==> config.mk <==
export PLATFORM = sky130hd
export DESIGN_NAME = rgb_colour_sequencer_classifier_flat
export DESIGN_NICKNAME = d
export VERILOG_FILES = /design/src/rtl/core/rcsc_pkg.sv /design/src/rtl/core/rcsc_in_if.sv /design/src/rtl/core/rcsc_out_if.sv /design/src/rtl/core/rgb_colour_sequencer_classifier.sv /design/src/flat_wrapper.sv
export VERILOG_INCLUDE_DIRS = /design/src /design/src/rtl/core
export SDC_FILE = /design/constraint.sdc
export NUM_CORES = 1
export LEC_CHECK = 0
export ABC_AREA = 1
export BUFFER_PORTS_ARGS = -buffer_cell sky130_fd_sc_hd__buf_2
export CAP_MARGIN = 30
export CORE_UTILIZATION = 39
export CTS_CLUSTER_DIAMETER = 60
export DETAILED_ROUTE_END_ITERATION = 10
export PLACE_DENSITY_LB_ADDON = 0.25
export SLEW_MARGIN = 20
export SYNTH_ARGS = -nofsm -noshare
export SYNTH_HDL_FRONTEND = slang
export SYNTH_SLANG_ARGS = --single-unit
export TNS_END_PERCENT = 20
==> constraint.sdc <==
create_clock -name clk -period 3.1 [get_ports clk]
set_input_delay 0.155 -clock clk [delete_from_list [all_inputs] [get_ports clk]]
set_output_delay 0.155 -clock clk [all_outputs]
set_load 0.02 [all_outputs]
==> src/rtl/core/rgb_colour_sequencer_classifier_macros.svh <==
// Assertion macros for the colour sequencer core.
// Each check samples on clk and is disabled while rst_n is low.
`ifndef RGB_COLOUR_SEQUENCER_CLASSIFIER_MACROS_SVH
`define RGB_COLOUR_SEQUENCER_CLASSIFIER_MACROS_SVH

`ifndef SYNTHESIS

// Same-cycle implication.
`define RCSC_ASSERT_IMP(label, ante, cons) \
    label: assert property (@(posedge clk) disable iff (!rst_n) (ante) |-> (cons)) \
        else $error("rcsc check failed");

// Next-cycle implication.
`define RCSC_ASSERT_NXT(label, ante, cons) \
    label: assert property (@(posedge clk) disable iff (!rst_n) (ante) |=> (cons)) \
        else $error("rcsc check failed");

`else

`define RCSC_ASSERT_IMP(label, ante, cons)
`define RCSC_ASSERT_NXT(label, ante, cons)

`endif

`endif

==> src/rtl/core/rcsc_pkg.sv <==
package rcsc_pkg;

    localparam int SAMPLE_BITS   = 10;
    localparam int PHASE_BITS    = 6;
    localparam int CYCLE_BITS    = 8;
    localparam int CFG_DATA_BITS = 8;
    localparam int CFG_IDX_BITS  = 1;

    localparam logic [PHASE_BITS-1:0] PHASE_LENGTH_RESET = PHASE_BITS'(10);
    localparam logic [CYCLE_BITS-1:0] CYCLE_LENGTH_RESET = CYCLE_BITS'(40);

    // floor(x/3) = (x * ceil(2^(n+1)/3)) >> (n+1) for every n-bit x
    localparam int DIV3_SHIFT = SAMPLE_BITS + 1;
    localparam logic [DIV3_SHIFT-1:0] DIV3_MULT = DIV3_SHIFT'(((1 << DIV3_SHIFT) + 2) / 3);
    localparam int DIV3_PROD_BITS = SAMPLE_BITS + DIV3_SHIFT;

    typedef enum logic [1:0] {
        OP_TICK   = 2'd0,
        OP_SAMPLE = 2'd1,
        OP_QUERY  = 2'd2,
        OP_CLEAR  = 2'd3
    } opcode_t;

    typedef enum logic [1:0] {
        COL_NONE  = 2'd0,
        COL_RED   = 2'd1,
        COL_GREEN = 2'd2,
        COL_BLUE  = 2'd3
    } colour_t;

    typedef enum logic [CFG_IDX_BITS-1:0] {
        REG_PHASE_LENGTH = 1'b0,
        REG_CYCLE_LENGTH = 1'b1
    } cfg_reg_t;

    localparam logic [2:0] LED_NONE  = 3'b000;
    localparam logic [2:0] LED_RED   = 3'b001;
    localparam logic [2:0] LED_GREEN = 3'b010;
    localparam logic [2:0] LED_BLUE  = 3'b100;

endpackage

==> src/rtl/core/rcsc_in_if.sv <==
interface rcsc_in_if
    import rcsc_pkg::*;
();
    logic                   valid;
    logic                   ready;
    logic [1:0]             opcode;
    logic [SAMPLE_BITS-1:0] sample;

    modport source (output valid, output opcode, output sample, input ready);
    modport sink   (input valid, input opcode, input sample, output ready);
endinterface

==> src/rtl/core/rcsc_out_if.sv <==
interface rcsc_out_if
    import rcsc_pkg::*;
();
    logic                  valid;
    logic                  ready;
    logic [1:0]            colour;
    logic [2:0]            emitter_on;
    logic [2:0]            indicator;
    logic [CYCLE_BITS-1:0] tick_count;

    modport source (output valid, output colour, output emitter_on, output indicator,
                    output tick_count, input ready);
    modport sink   (input valid, input colour, input emitter_on, input indicator,
                    input tick_count, output ready);
endinterface

==> src/rtl/core/rgb_colour_sequencer_classifier.sv <==
// Each accepted word updates the state and result registers, which then hold its result word.
// Throughput: one word per cycle unless the output stalls; the state update is a single pass of compare,
// constant-divide and select logic feeding the state and result registers.
// Input is taken whenever the result register is empty or being drained.
// Reset (rst_n, async, active low) clears counter, levels, phase, LEDs and the result
// register, and loads phase_length = 10 and cycle_length = 40.
`include "rgb_colour_sequencer_classifier_macros.svh"

module rgb_colour_sequencer_classifier
    import rcsc_pkg::*;
(
    input  logic                     clk,
    input  logic                     rst_n,
    input  logic                     cfg_we,
    input  logic [CFG_IDX_BITS-1:0]  cfg_index,
    input  logic [CFG_DATA_BITS-1:0] cfg_data,
    rcsc_in_if.sink                  in_ch,
    rcsc_out_if.source               out_ch
);

    logic [PHASE_BITS-1:0]  phase_length_reg;
    logic [CYCLE_BITS-1:0]  cycle_length_reg;
    logic [CYCLE_BITS-1:0]  tick_counter_reg, tick_counter_next;
    logic                   started_reg, started_next;
    colour_t                active_phase_reg, active_phase_next;
    logic [SAMPLE_BITS-1:0] red_level_reg, red_level_next;
    logic [SAMPLE_BITS-1:0] green_level_reg, green_level_next;
    logic [SAMPLE_BITS-1:0] blue_level_reg, blue_level_next;
    colour_t                last_colour_reg, last_colour_next;
    logic [2:0]             indicator_reg, indicator_next;
    logic [2:0]             emitter_reg, emitter_next;

    logic                   out_valid_reg;
    colour_t                out_colour_reg, colour_next;

    logic                    accept;
    opcode_t                 op;
    logic [CYCLE_BITS-1:0]   tick_inc;
    logic [CYCLE_BITS-1:0]   t_query;
    logic [CYCLE_BITS-1:0]   p1, p2, p3;
    logic [DIV3_PROD_BITS-1:0] div3_prod;
    logic [SAMPLE_BITS-1:0]  green_scaled;

    assign in_ch.ready = !out_valid_reg || out_ch.ready;
    assign accept      = in_ch.valid && in_ch.ready;
    assign op          = opcode_t'(in_ch.opcode);

    assign tick_inc  = tick_counter_reg + CYCLE_BITS'(1);
    assign t_query   = started_reg ? tick_counter_reg : '0;
    assign p1        = CYCLE_BITS'(phase_length_reg);
    assign p2        = CYCLE_BITS'({phase_length_reg, 1'b0});
    assign p3        = p2 + p1;

    // green stored as (x/3)*2; the quotient is at most a third of full scale
    assign div3_prod    = DIV3_PROD_BITS'(in_ch.sample) * DIV3_PROD_BITS'(DIV3_MULT);
    assign green_scaled = {div3_prod[DIV3_SHIFT +: SAMPLE_BITS-1], 1'b0};

    always_comb
    begin
        tick_counter_next = tick_counter_reg;
        started_next      = started_reg;
        active_phase_next = active_phase_reg;
        red_level_next    = red_level_reg;
        green_level_next  = green_level_reg;
        blue_level_next   = blue_level_reg;
        last_colour_next  = last_colour_reg;
        indicator_next    = indicator_reg;
        emitter_next      = emitter_reg;
        colour_next       = COL_NONE;

        case (op)
            OP_TICK:
            begin
                tick_counter_next = (tick_inc >= cycle_length_reg) ? '0 : tick_inc;
            end
            OP_SAMPLE:
            begin
                case (active_phase_reg)
                    COL_RED:   red_level_next   = in_ch.sample;
                    COL_GREEN: green_level_next = green_scaled;
                    COL_BLUE:  blue_level_next  = in_ch.sample;
                    default:   ;
                endcase
            end
            OP_QUERY:
            begin
                // first query restarts the count before picking a phase
                started_next      = 1'b1;
                tick_counter_next = t_query;
                if (t_query < p1)
                begin
                    active_phase_next = COL_RED;
                    emitter_next      = LED_RED;
                end
                else if (t_query < p2)
                begin
                    active_phase_next = COL_GREEN;
                    emitter_next      = LED_GREEN;
                end
                else if (t_query < p3)
                begin
                    active_phase_next = COL_BLUE;
                    emitter_next      = LED_BLUE;
                end
                else
                begin
                    active_phase_next = COL_NONE;
                    emitter_next      = LED_NONE;
                    if (red_level_reg >= green_level_reg && red_level_reg >= blue_level_reg)
                    begin
                        last_colour_next = COL_RED;
                        indicator_next   = LED_RED;
                    end
                    else if (green_level_reg >= blue_level_reg)
                    begin
                        last_colour_next = COL_GREEN;
                        indicator_next   = LED_GREEN;
                    end
                    else
                    begin
                        last_colour_next = COL_BLUE;
                        indicator_next   = LED_BLUE;
                    end
                    colour_next = last_colour_next;
                end
            end
            OP_CLEAR:
            begin
                tick_counter_next = '0;
            end
            default: ;
        endcase
    end

    always_ff @(posedge clk or negedge rst_n)
    begin
        if (!rst_n)
        begin
            phase_length_reg <= PHASE_LENGTH_RESET;
            cycle_length_reg <= CYCLE_LENGTH_RESET;
        end
        else if (cfg_we)
        begin
            case (cfg_reg_t'(cfg_index))
                REG_PHASE_LENGTH: phase_length_reg <= cfg_data[PHASE_BITS-1:0];
                REG_CYCLE_LENGTH: cycle_length_reg <= cfg_data[CYCLE_BITS-1:0];
                default: ;
            endcase
        end
    end

    always_ff @(posedge clk or negedge rst_n)
    begin
        if (!rst_n)
        begin
            tick_counter_reg <= '0;
            started_reg      <= 1'b0;
            active_phase_reg <= COL_NONE;
            red_level_reg    <= '0;
            green_level_reg  <= '0;
            blue_level_reg   <= '0;
            last_colour_reg  <= COL_NONE;
            indicator_reg    <= LED_NONE;
            emitter_reg      <= LED_NONE;
            out_valid_reg    <= 1'b0;
        end
        else
        begin
            if (accept)
            begin
                tick_counter_reg <= tick_counter_next;
                started_reg      <= started_next;
                active_phase_reg <= active_phase_next;
                red_level_reg    <= red_level_next;
                green_level_reg  <= green_level_next;
                blue_level_reg   <= blue_level_next;
                last_colour_reg  <= last_colour_next;
                indicator_reg    <= indicator_next;
                emitter_reg      <= emitter_next;
                out_valid_reg    <= 1'b1;
            end
            else if (out_ch.ready)
            begin
                out_valid_reg <= 1'b0;
            end
        end
    end

    // result word payload
    always_ff @(posedge clk or negedge rst_n)
    begin
        if (!rst_n)
        begin
            out_colour_reg <= COL_NONE;
        end
        else if (accept)
        begin
            out_colour_reg <= colour_next;
        end
    end

    assign out_ch.valid      = out_valid_reg;
    assign out_ch.colour     = out_colour_reg;
    assign out_ch.emitter_on = emitter_reg;
    assign out_ch.indicator  = indicator_reg;
    assign out_ch.tick_count = tick_counter_reg;

    `RCSC_ASSERT_IMP(a_emitter_matches_phase,
        1'b1, (active_phase_reg == COL_NONE) == (emitter_reg == LED_NONE))
    `RCSC_ASSERT_IMP(a_indicator_tracks_colour,
        1'b1, $onehot0(indicator_reg) &&
              ((last_colour_reg == COL_NONE) == (indicator_reg == LED_NONE)))
    `RCSC_ASSERT_NXT(a_accept_gives_result,
        accept, out_valid_reg)
    `RCSC_ASSERT_NXT(a_query_sets_started,
        accept && op == OP_QUERY, started_reg)

endmodule
==> src/flat_wrapper.sv <==
// flat-port wrapper written by rule: the top's interface ports become plain ports
module rgb_colour_sequencer_classifier_flat import rcsc_pkg::*;
  (clk, rst_n, cfg_we, cfg_index, cfg_data, in_ch_valid, in_ch_opcode, in_ch_sample, in_ch_ready, out_ch_valid, out_ch_colour, out_ch_emitter_on, out_ch_indicator, out_ch_tick_count, out_ch_ready);
  rcsc_in_if in_ch_i ();
  rcsc_out_if out_ch_i ();
  input  logic clk;
  input  logic rst_n;
  input  logic cfg_we;
  input  logic [CFG_IDX_BITS-1:0] cfg_index;
  input  logic [CFG_DATA_BITS-1:0] cfg_data;
  input wire logic [$bits(in_ch_i.valid)-1:0] in_ch_valid;
  input wire logic [$bits(in_ch_i.opcode)-1:0] in_ch_opcode;
  input wire logic [$bits(in_ch_i.sample)-1:0] in_ch_sample;
  output wire logic [$bits(in_ch_i.ready)-1:0] in_ch_ready;
  output wire logic [$bits(out_ch_i.valid)-1:0] out_ch_valid;
  output wire logic [$bits(out_ch_i.colour)-1:0] out_ch_colour;
  output wire logic [$bits(out_ch_i.emitter_on)-1:0] out_ch_emitter_on;
  output wire logic [$bits(out_ch_i.indicator)-1:0] out_ch_indicator;
  output wire logic [$bits(out_ch_i.tick_count)-1:0] out_ch_tick_count;
  input wire logic [$bits(out_ch_i.ready)-1:0] out_ch_ready;
  assign in_ch_i.valid = in_ch_valid;
  assign in_ch_i.opcode = in_ch_opcode;
  assign in_ch_i.sample = in_ch_sample;
  assign in_ch_ready = in_ch_i.ready;
  assign out_ch_valid = out_ch_i.valid;
  assign out_ch_colour = out_ch_i.colour;
  assign out_ch_emitter_on = out_ch_i.emitter_on;
  assign out_ch_indicator = out_ch_i.indicator;
  assign out_ch_tick_count = out_ch_i.tick_count;
  assign out_ch_i.ready = out_ch_ready;
  rgb_colour_sequencer_classifier u_core (.clk(clk), .rst_n(rst_n), .cfg_we(cfg_we), .cfg_index(cfg_index), .cfg_data(cfg_data), .in_ch(in_ch_i), .out_ch(out_ch_i));
endmodule
==> flow_metrics.env, run 1 <==
export IMPL_cp_max_fo=4
export IMPL_grt_pass1_vias=5001
export IMPL_avgViaCountPerCell=4.752
export IMPL_crit_arrival_ns=3.43
export IMPL_p_leak_nw=4.198
export IMPL_tritoncts="yes"
export IMPL_drv_slew=0
export IMPL_stdcell_count=1104
export IMPL_worst_endpoint_required_ns=3.33
export IMPL_die_width_um=128.4
export IMPL_postLayoutSetupSlackWorst_ns=-0.09717
export IMPL_fin_crit_sh=1.031
export IMPL_root_buffer="clkbuf_16"
export IMPL_first_pass_iters=5
export IMPL_mostFrequentLayoutCells="169 x nand2_1, 141 x inv_1, 101 x ha_1, 59 x dfrtp_1, 48 x nor2_1"
export IMPL_areaGrowthSynthToFinish_pct=23.78
export IMPL_synth_seq_cells=63
export IMPL_finalSetupTns_ns=-0.3205
export IMPL_ys_warn_count=0
export IMPL_clock_fmax_ghz=0.3128
export IMPL_cts_buffers=9
export IMPL_async_reset_ff_frac=1.000
export IMPL_worstSetupPathType="in2reg"
export IMPL_crit_chain="buf_2 -> ha_4 -> ha_4 -> fa_1 -> fa_1 -> inv_1 -> fa_1 -> inv_2 -> ha_4 -> nand2_1 -> nand2_1 -> a31oi_1 -> nand2_2 -> a21oi_2 -> nand2_1 -> nand3_1 -> nand2_1"
export IMPL_numClockSinks=63
export IMPL_nFillCells=1508
export IMPL_synth_top_area_share=0.2430
export IMPL_finalWirelength_mm=14.56
export IMPL_p_total_mw=6.633
export IMPL_drive_above_1_share=0.2049
export IMPL_max_stage_delay_ns=0.49
export IMPL_hold_viol=0
export IMPL_ant_nets=0
export IMPL_drc=0
export IMPL_seq_area_frac_synth=0.2538
export IMPL_placed_cells=1086
export IMPL_yosys_top_cells_area="ha_1 24%, dfrtp_1 24%, nand2_1 11%, inv_1 8.7%, fa_1 7.4%"
export IMPL_start_kind="input pin"
export IMPL_swShare=0.4615
export IMPL_wl_per_cell_um=13.19
export IMPL_switchingPower_mw=3.061
export IMPL_die_y_um=128.4
export IMPL_syn_area_sq_um=6231
export IMPL_synth_top_area_cell="ha_1"
export IMPL_clk_latency_ns=0.34
export IMPL_nets=1058
export IMPL_power_density_nw_per_um2=860.0
export IMPL_synth_edf_count=0
export IMPL_ctsLongestPathBuffers=2
export IMPL_antenna_found_initial=0
export IMPL_power_frac_comb=0.641
export IMPL_syn_nets=966
export IMPL_port_buffers=43
export IMPL_diodes=0
export IMPL_drtIter0Drc=273
export IMPL_hp_class="in2reg"
export IMPL_vias=5246
export IMPL_start_util=0.4054
export IMPL_final_common_cell="nand2_1"
export IMPL_critPathSlowestCell="fa_1"
export IMPL_clk_pin_slew_ns=0.06
export IMPL_grt_overflow=0
export IMPL_grt_setup_unrepaired="true"
export IMPL_grt_use_total=0.1908
export IMPL_dp_final_hpwl_mm=12.14
export IMPL_status="finished, violations left"
export IMPL_p_seq_frac=0.202
export IMPL_cts_htree_levels=3
export IMPL_coreArea_sq_um=15370
export IMPL_final_setup_skew_ns=0.007244
export IMPL_worst_slew_pin_slew_ns=0.4612
export IMPL_synth_main_ff_cell="dfrtp_1"
export IMPL_io_pins=44
export IMPL_syn_area_per_cell_sq_um=7.828
export IMPL_crit_top_cell="nand2_1"
export IMPL_die_area_sq_um=16490
export IMPL_slew_headroom=0.6915
export IMPL_power_internal_mw=3.572
export IMPL_grt_max_degree=32
export IMPL_violations="setup timing"
export IMPL_maxCapViolations=0
export IMPL_routabilityCongestion=0.8695
export IMPL_period_needed_ns=3.197
export IMPL_peakVddDrop_mv=0.3428
export IMPL_rows=45
export IMPL_synthCells=796
export IMPL_grt_pass1_wl_mm=24.56
export IMPL_p_clk_frac=0.157
export IMPL_synth_cell_types=44
export IMPL_finalSetupViolCount=8
export IMPL_endpoint_kind="register"
[logic make-up (layout without fill, tap and decap cells)]
family | Yosys count | after routing | share of synthesized area
buf+inv | 162 | 259 | 0.09940
flops | 63 | 63 | 0.2538
compound gates | 123 | 123 | 0.1092
fa+ha+maj | 144 | 144 | 0.3169
xor+xnor | 8 | 8 | 0.01125
simple gates | 296 | 296 | 0.2094
[critical path, delay by kind of cell]
| kind | cells | cell delay, ns |
|---|---|---|
| and+or+nand+nor | 6 | 0.46 |
| AOI/OAI and AO/OA | 2 | 0.39 |
| buffers and inverters | 3 | 0.25 |
| adders and majority gates | 6 | 2.17 |
[power by group through the flow]
stage	Combinational, mW	Clock [mW]	Sequential [mW]
after floorplan	2.88	0	1.38
final	4.25	1.04	1.34
after CTS	4.20	1.06	1.34
after detailed placement	3.98	0	1.35
after global placement	3.94	0	1.35
after global routing	4.85	1.10	1.38
[per-layer routing]
metal,vias to the layer above,global-route usage,part of all wire
met1,2381,0.2780,0.52
met2,89,0.2916,0.44
met5,-,0,0
met3,18,0.02661,0.030
li1,2758,-,-
met4,0,0.05813,0.014
[stage by stage]
| step | cell area (sq um) | setup slack [ns] | hold slack [ns] | utilization |
|---|---|---|---|---|
| after floorplan | 6495 | -0.1011 | -0.1406 | - |
| after global placement | 7259 | -0.4674 | 0.4050 | 0.4723 |
| after detailed placement | 7279 | -0.4641 | 0.1056 | 0.4736 |
| after CTS | 7682 | -0.05384 | 0.06338 | 0.4998 |
| after global routing | 7712 | -0.2302 | 0.06723 | 0.5018 |
| final | 7712 | -0.09717 | 0.06952 | 0.5018 |
[final timing paths]
| path | end | cells past startpoint | start | slack [ns] |
|---|---|---|---|---|
| max in group asynchronous | u_core.out_ch.indicator[1] | 3 | rst_n | 2.21 |
| min | u_core.cycle_length_reg[6] | 3 | cfg_data[6] | 0.07 |
| min reg2reg | u_core.out_ch.indicator[0] | 2 | u_core.out_ch.indicator[0] | 0.47 |
| max reg2reg | u_core.out_ch.colour[1] | 15 | u_core.phase_length_reg[1] | 0.17 |
| min in group asynchronous | u_core.cycle_length_reg[1] | 2 | rst_n | 0.28 |
| max | u_core.green_level_reg[3] | 17 | in_ch_sample[5] | -0.1 |
[synth_stat cells, types with 2 or more instances]
cell type	number
nand3b_1	4
a22oi_1	2
dfrtp_1	59
nor2_8	2
nor3_1	5
inv_2	8
ha_1	121
nor3_2	3
a2bb2oi_1	3
nor2_2	2
dfstp_2	4
xor2_1	6
clkbuf_1	6
nand2_2	3
inv_1	145
a21oi_1	47
xnor2_1	2
o31ai_1	2
a31oi_1	2
nand4_1	10
a211oi_1	2
nand3_1	29
nand2_1	178
o21a_1	6
nor2_1	53
o21ai_0	27
fa_1	23
o21ai_1	26
[final cells by class]
cell class / count / area (sq um) / area share
multi-input combinational: 571 / 4392 / 0.5694
sequential: 63 / 1582 / 0.2051
inverter: 155 / 589.3 / 0.07641
timing repair buffer: 88 / 579.3 / 0.07511
tap: 211 / 264.0 / 0.03423
clock buffer: 10 / 239.0 / 0.03099
clock inverter: 6 / 67.56 / 0.008761
[repair_timing]
action / CTS / global route
cloned: 0 / 0
gates resized for setup: 20 / 7
endpoints found under the setup margin: 9 / 11
hold buffers: 1 / 0
pin swaps: 10 / 9
endpoints found under the hold margin: 10 / 0
buffers inserted: 1 / 0
Note: power is estimated with default switching activity, not from simulation.
==> run 2: changes to the inputs <==
Settings changed: REMOVE_ABC_BUFFERS set to 1.
==> run 2 against run 1 <==
  * The flow still finishes with violations (setup timing)
  * Sequential cell count is the same
  * Count of clock-buffer cells in the layout unchanged
  * Sequential power barely moved
  * Largest cell class unchanged
==> flow_metrics.env, run 2 (synthesis results as in run 1) <==
export IMPL_final_common_cell="nand2_1"
export IMPL_crit_cells=17
export IMPL_die_area_sq_um=16490
export IMPL_drc=0
export IMPL_die_width_um=128.4
export IMPL_r2r_setup_slack_ns=0.23
export IMPL_ant_nets=0
export IMPL_hold_depth=3
export IMPL_crit_chain="buf_6 -> buf_4 -> ha_4 -> fa_1 -> fa_1 -> fa_1 -> ha_4 -> ha_4 -> a21oi_4 -> nor2_1 -> nor2_1 -> nor2_1 -> nor2_1 -> nand2_1 -> nand2_1 -> nand3_2 -> nand2_1"
export IMPL_grt_use_total=0.2039
export IMPL_clock_fmax_ghz=0.3120
export IMPL_drv_slew=0
export IMPL_io_pins=44
export IMPL_diodes=0
export IMPL_hp_class="in2reg"
export IMPL_regToRegEndpoint="u_core.out_ch.colour[1]"
export IMPL_violations="setup timing"
export IMPL_p_leak_nw=4.292
export IMPL_stdcell_count=1114
export IMPL_areaGrowthSynthToFinish_pct=27.47
export IMPL_critPathSlowestCell="fa_1"
export IMPL_grt_pass1_wl_mm=26.41
export IMPL_routabilityCongestion=0.8512
export IMPL_port_buffers=43
export IMPL_cts_htree_levels=3
export IMPL_placed_cells=1094
export IMPL_maxCapViolations=0
export IMPL_slew_headroom=0.5452
export IMPL_final_setup_skew_ns=0.008367
export IMPL_start_kind="input pin"
export IMPL_nets=1068
export IMPL_grt_overflow=0
export IMPL_hold_path_startpoint="cfg_data[7]"
export IMPL_grt_setup_unrepaired="true"
export IMPL_worst_endpoint_required_ns=3.37
export IMPL_period_needed_ns=3.205
export IMPL_drtIter0Drc=288
export IMPL_wl_per_cell_um=13.64
export IMPL_crit_arrival_ns=3.48
export IMPL_min_to="u_core.cycle_length_reg[7]"
export IMPL_cts_buffers=9
export IMPL_worst_slew_pin_slew_ns=0.6823
export IMPL_finalSetupViolCount=9
export IMPL_rr_worst_depth=15
export IMPL_hold_viol=0
export IMPL_rows=45
export IMPL_design_area_sq_um=7943
export IMPL_die_y_um=128.4
export IMPL_status="finished, violations left"
export IMPL_vias=5391
export IMPL_dp_final_hpwl_mm=12.09
export IMPL_drive_above_1_share=0.2237
export IMPL_ctsLongestPathBuffers=2
export IMPL_tritoncts="yes"
export IMPL_grt_max_degree=28
export IMPL_crit_buf_inv=2
export IMPL_power_density_nw_per_um2=885.7
export IMPL_endpoint_kind="register"
export IMPL_postLayoutSetupSlackWorst_ns=-0.1054
export IMPL_peakVddDrop_mv=0.4758
export IMPL_avgViaCountPerCell=4.839
export IMPL_antenna_found_initial=0
export IMPL_max_stage_delay_ns=0.53
export IMPL_mostFrequentLayoutCells="168 x nand2_1, 139 x inv_1, 97 x ha_1, 59 x dfrtp_1, 53 x buf_4"
export IMPL_root_buffer="clkbuf_16"
export IMPL_r2r_start="u_core.phase_length_reg[1]"
export IMPL_grt_pass1_vias=5451
export IMPL_clk_pin_slew_ns=0.06
export IMPL_critical_path_top_delay_family="adder cells"
export IMPL_cp_max_fo=4
export IMPL_first_pass_iters=7
export IMPL_finalSetupTns_ns=-0.4686
export IMPL_finalWirelength_mm=15.20
export IMPL_fin_crit_sh=1.034
export IMPL_crit_top_cell="nor2_1"
export IMPL_whs_ns=0.08357
export IMPL_worstSetupPathType="in2reg"
export IMPL_numClockSinks=63
export IMPL_clk_latency_ns=0.33
export IMPL_coreArea_sq_um=15370
export IMPL_start_util=0.4054
export IMPL_place_area_sq_um=7083
## run 2: cell count changes in the layout (fill, tap and decap cells not counted), sizes merged
cell | before | now
inv | 155 | 154
buf | 87 | 97
clkinvlp | 2 | 0
clkinv | 3 | 4
bufinv | 1 | 3
## run 2: power by group
part,switching [mW],internal [mW]
sequential,0.247,1.11
combinational,2.55,1.97
clock,0.374,0.784
## run 2: cell type report
type / instances / area (sq um)
clock buffer: 10 / 229.0
fill: 1456 / 7428
tap: 211 / 264.0
sequential: 63 / 1582
timing repair buffer: 98 / 688.2
inverter: 155 / 589.3
clock inverter: 6 / 108.9
multi-input combinational: 571 / 4482
## run 2: per-stage QoR
stage / power, mW / util / worst slack, ns
floorplan: 3.911 / - / -0.4309
finish: 7.034 / 0.5167 / -0.1054
global placement: 5.063 / 0.4590 / -0.8164
global route: 7.761 / 0.5167 / -0.2217
CTS: 6.951 / 0.5158 / -0.04839
detailed placement: 5.114 / 0.4608 / -0.8680
## run 2: layer usage
layer / GRT usage / wire (um) / vias up
li1: - / - / 2792
met1: 0.2859 / 7589 / 2492
met2: 0.3294 / 6860 / 90
met3: 0.02453 / 517 / 17
met4: 0.06021 / 229 / 0
met5: 0 / 0 / -
## run 2: how the worst max path moves through the flow
stage / start / to / slack, ns
floorplan: in_ch_sample[1] / u_core.green_level_reg[9] / -0.43
global placement: in_ch_sample[1] / u_core.green_level_reg[9] / -0.82
detailed placement: in_ch_sample[1] / u_core.green_level_reg[9] / -0.87
CTS: in_ch_sample[1] / u_core.green_level_reg[9] / -0.05
global route: in_ch_sample[3] / u_core.green_level_reg[9] / -0.22
finish: in_ch_sample[3] / u_core.green_level_reg[9] / -0.11
## run 2: tightest hold or removal path, stage by stage
cell and delay [ns]:
buf_2 0.08, nor2_1 0.04, a21oi_1 0.10
## run 2: repair_timing
item                       in CTS  in global routing
gates resized for setup        78                  5
hold buffers                    1                  0
hold endpoints to repair       23                  0
buffers inserted                3                  0
setup endpoints to repair       9                 13
pin swaps                      58                  8
gates cloned                    0                  0
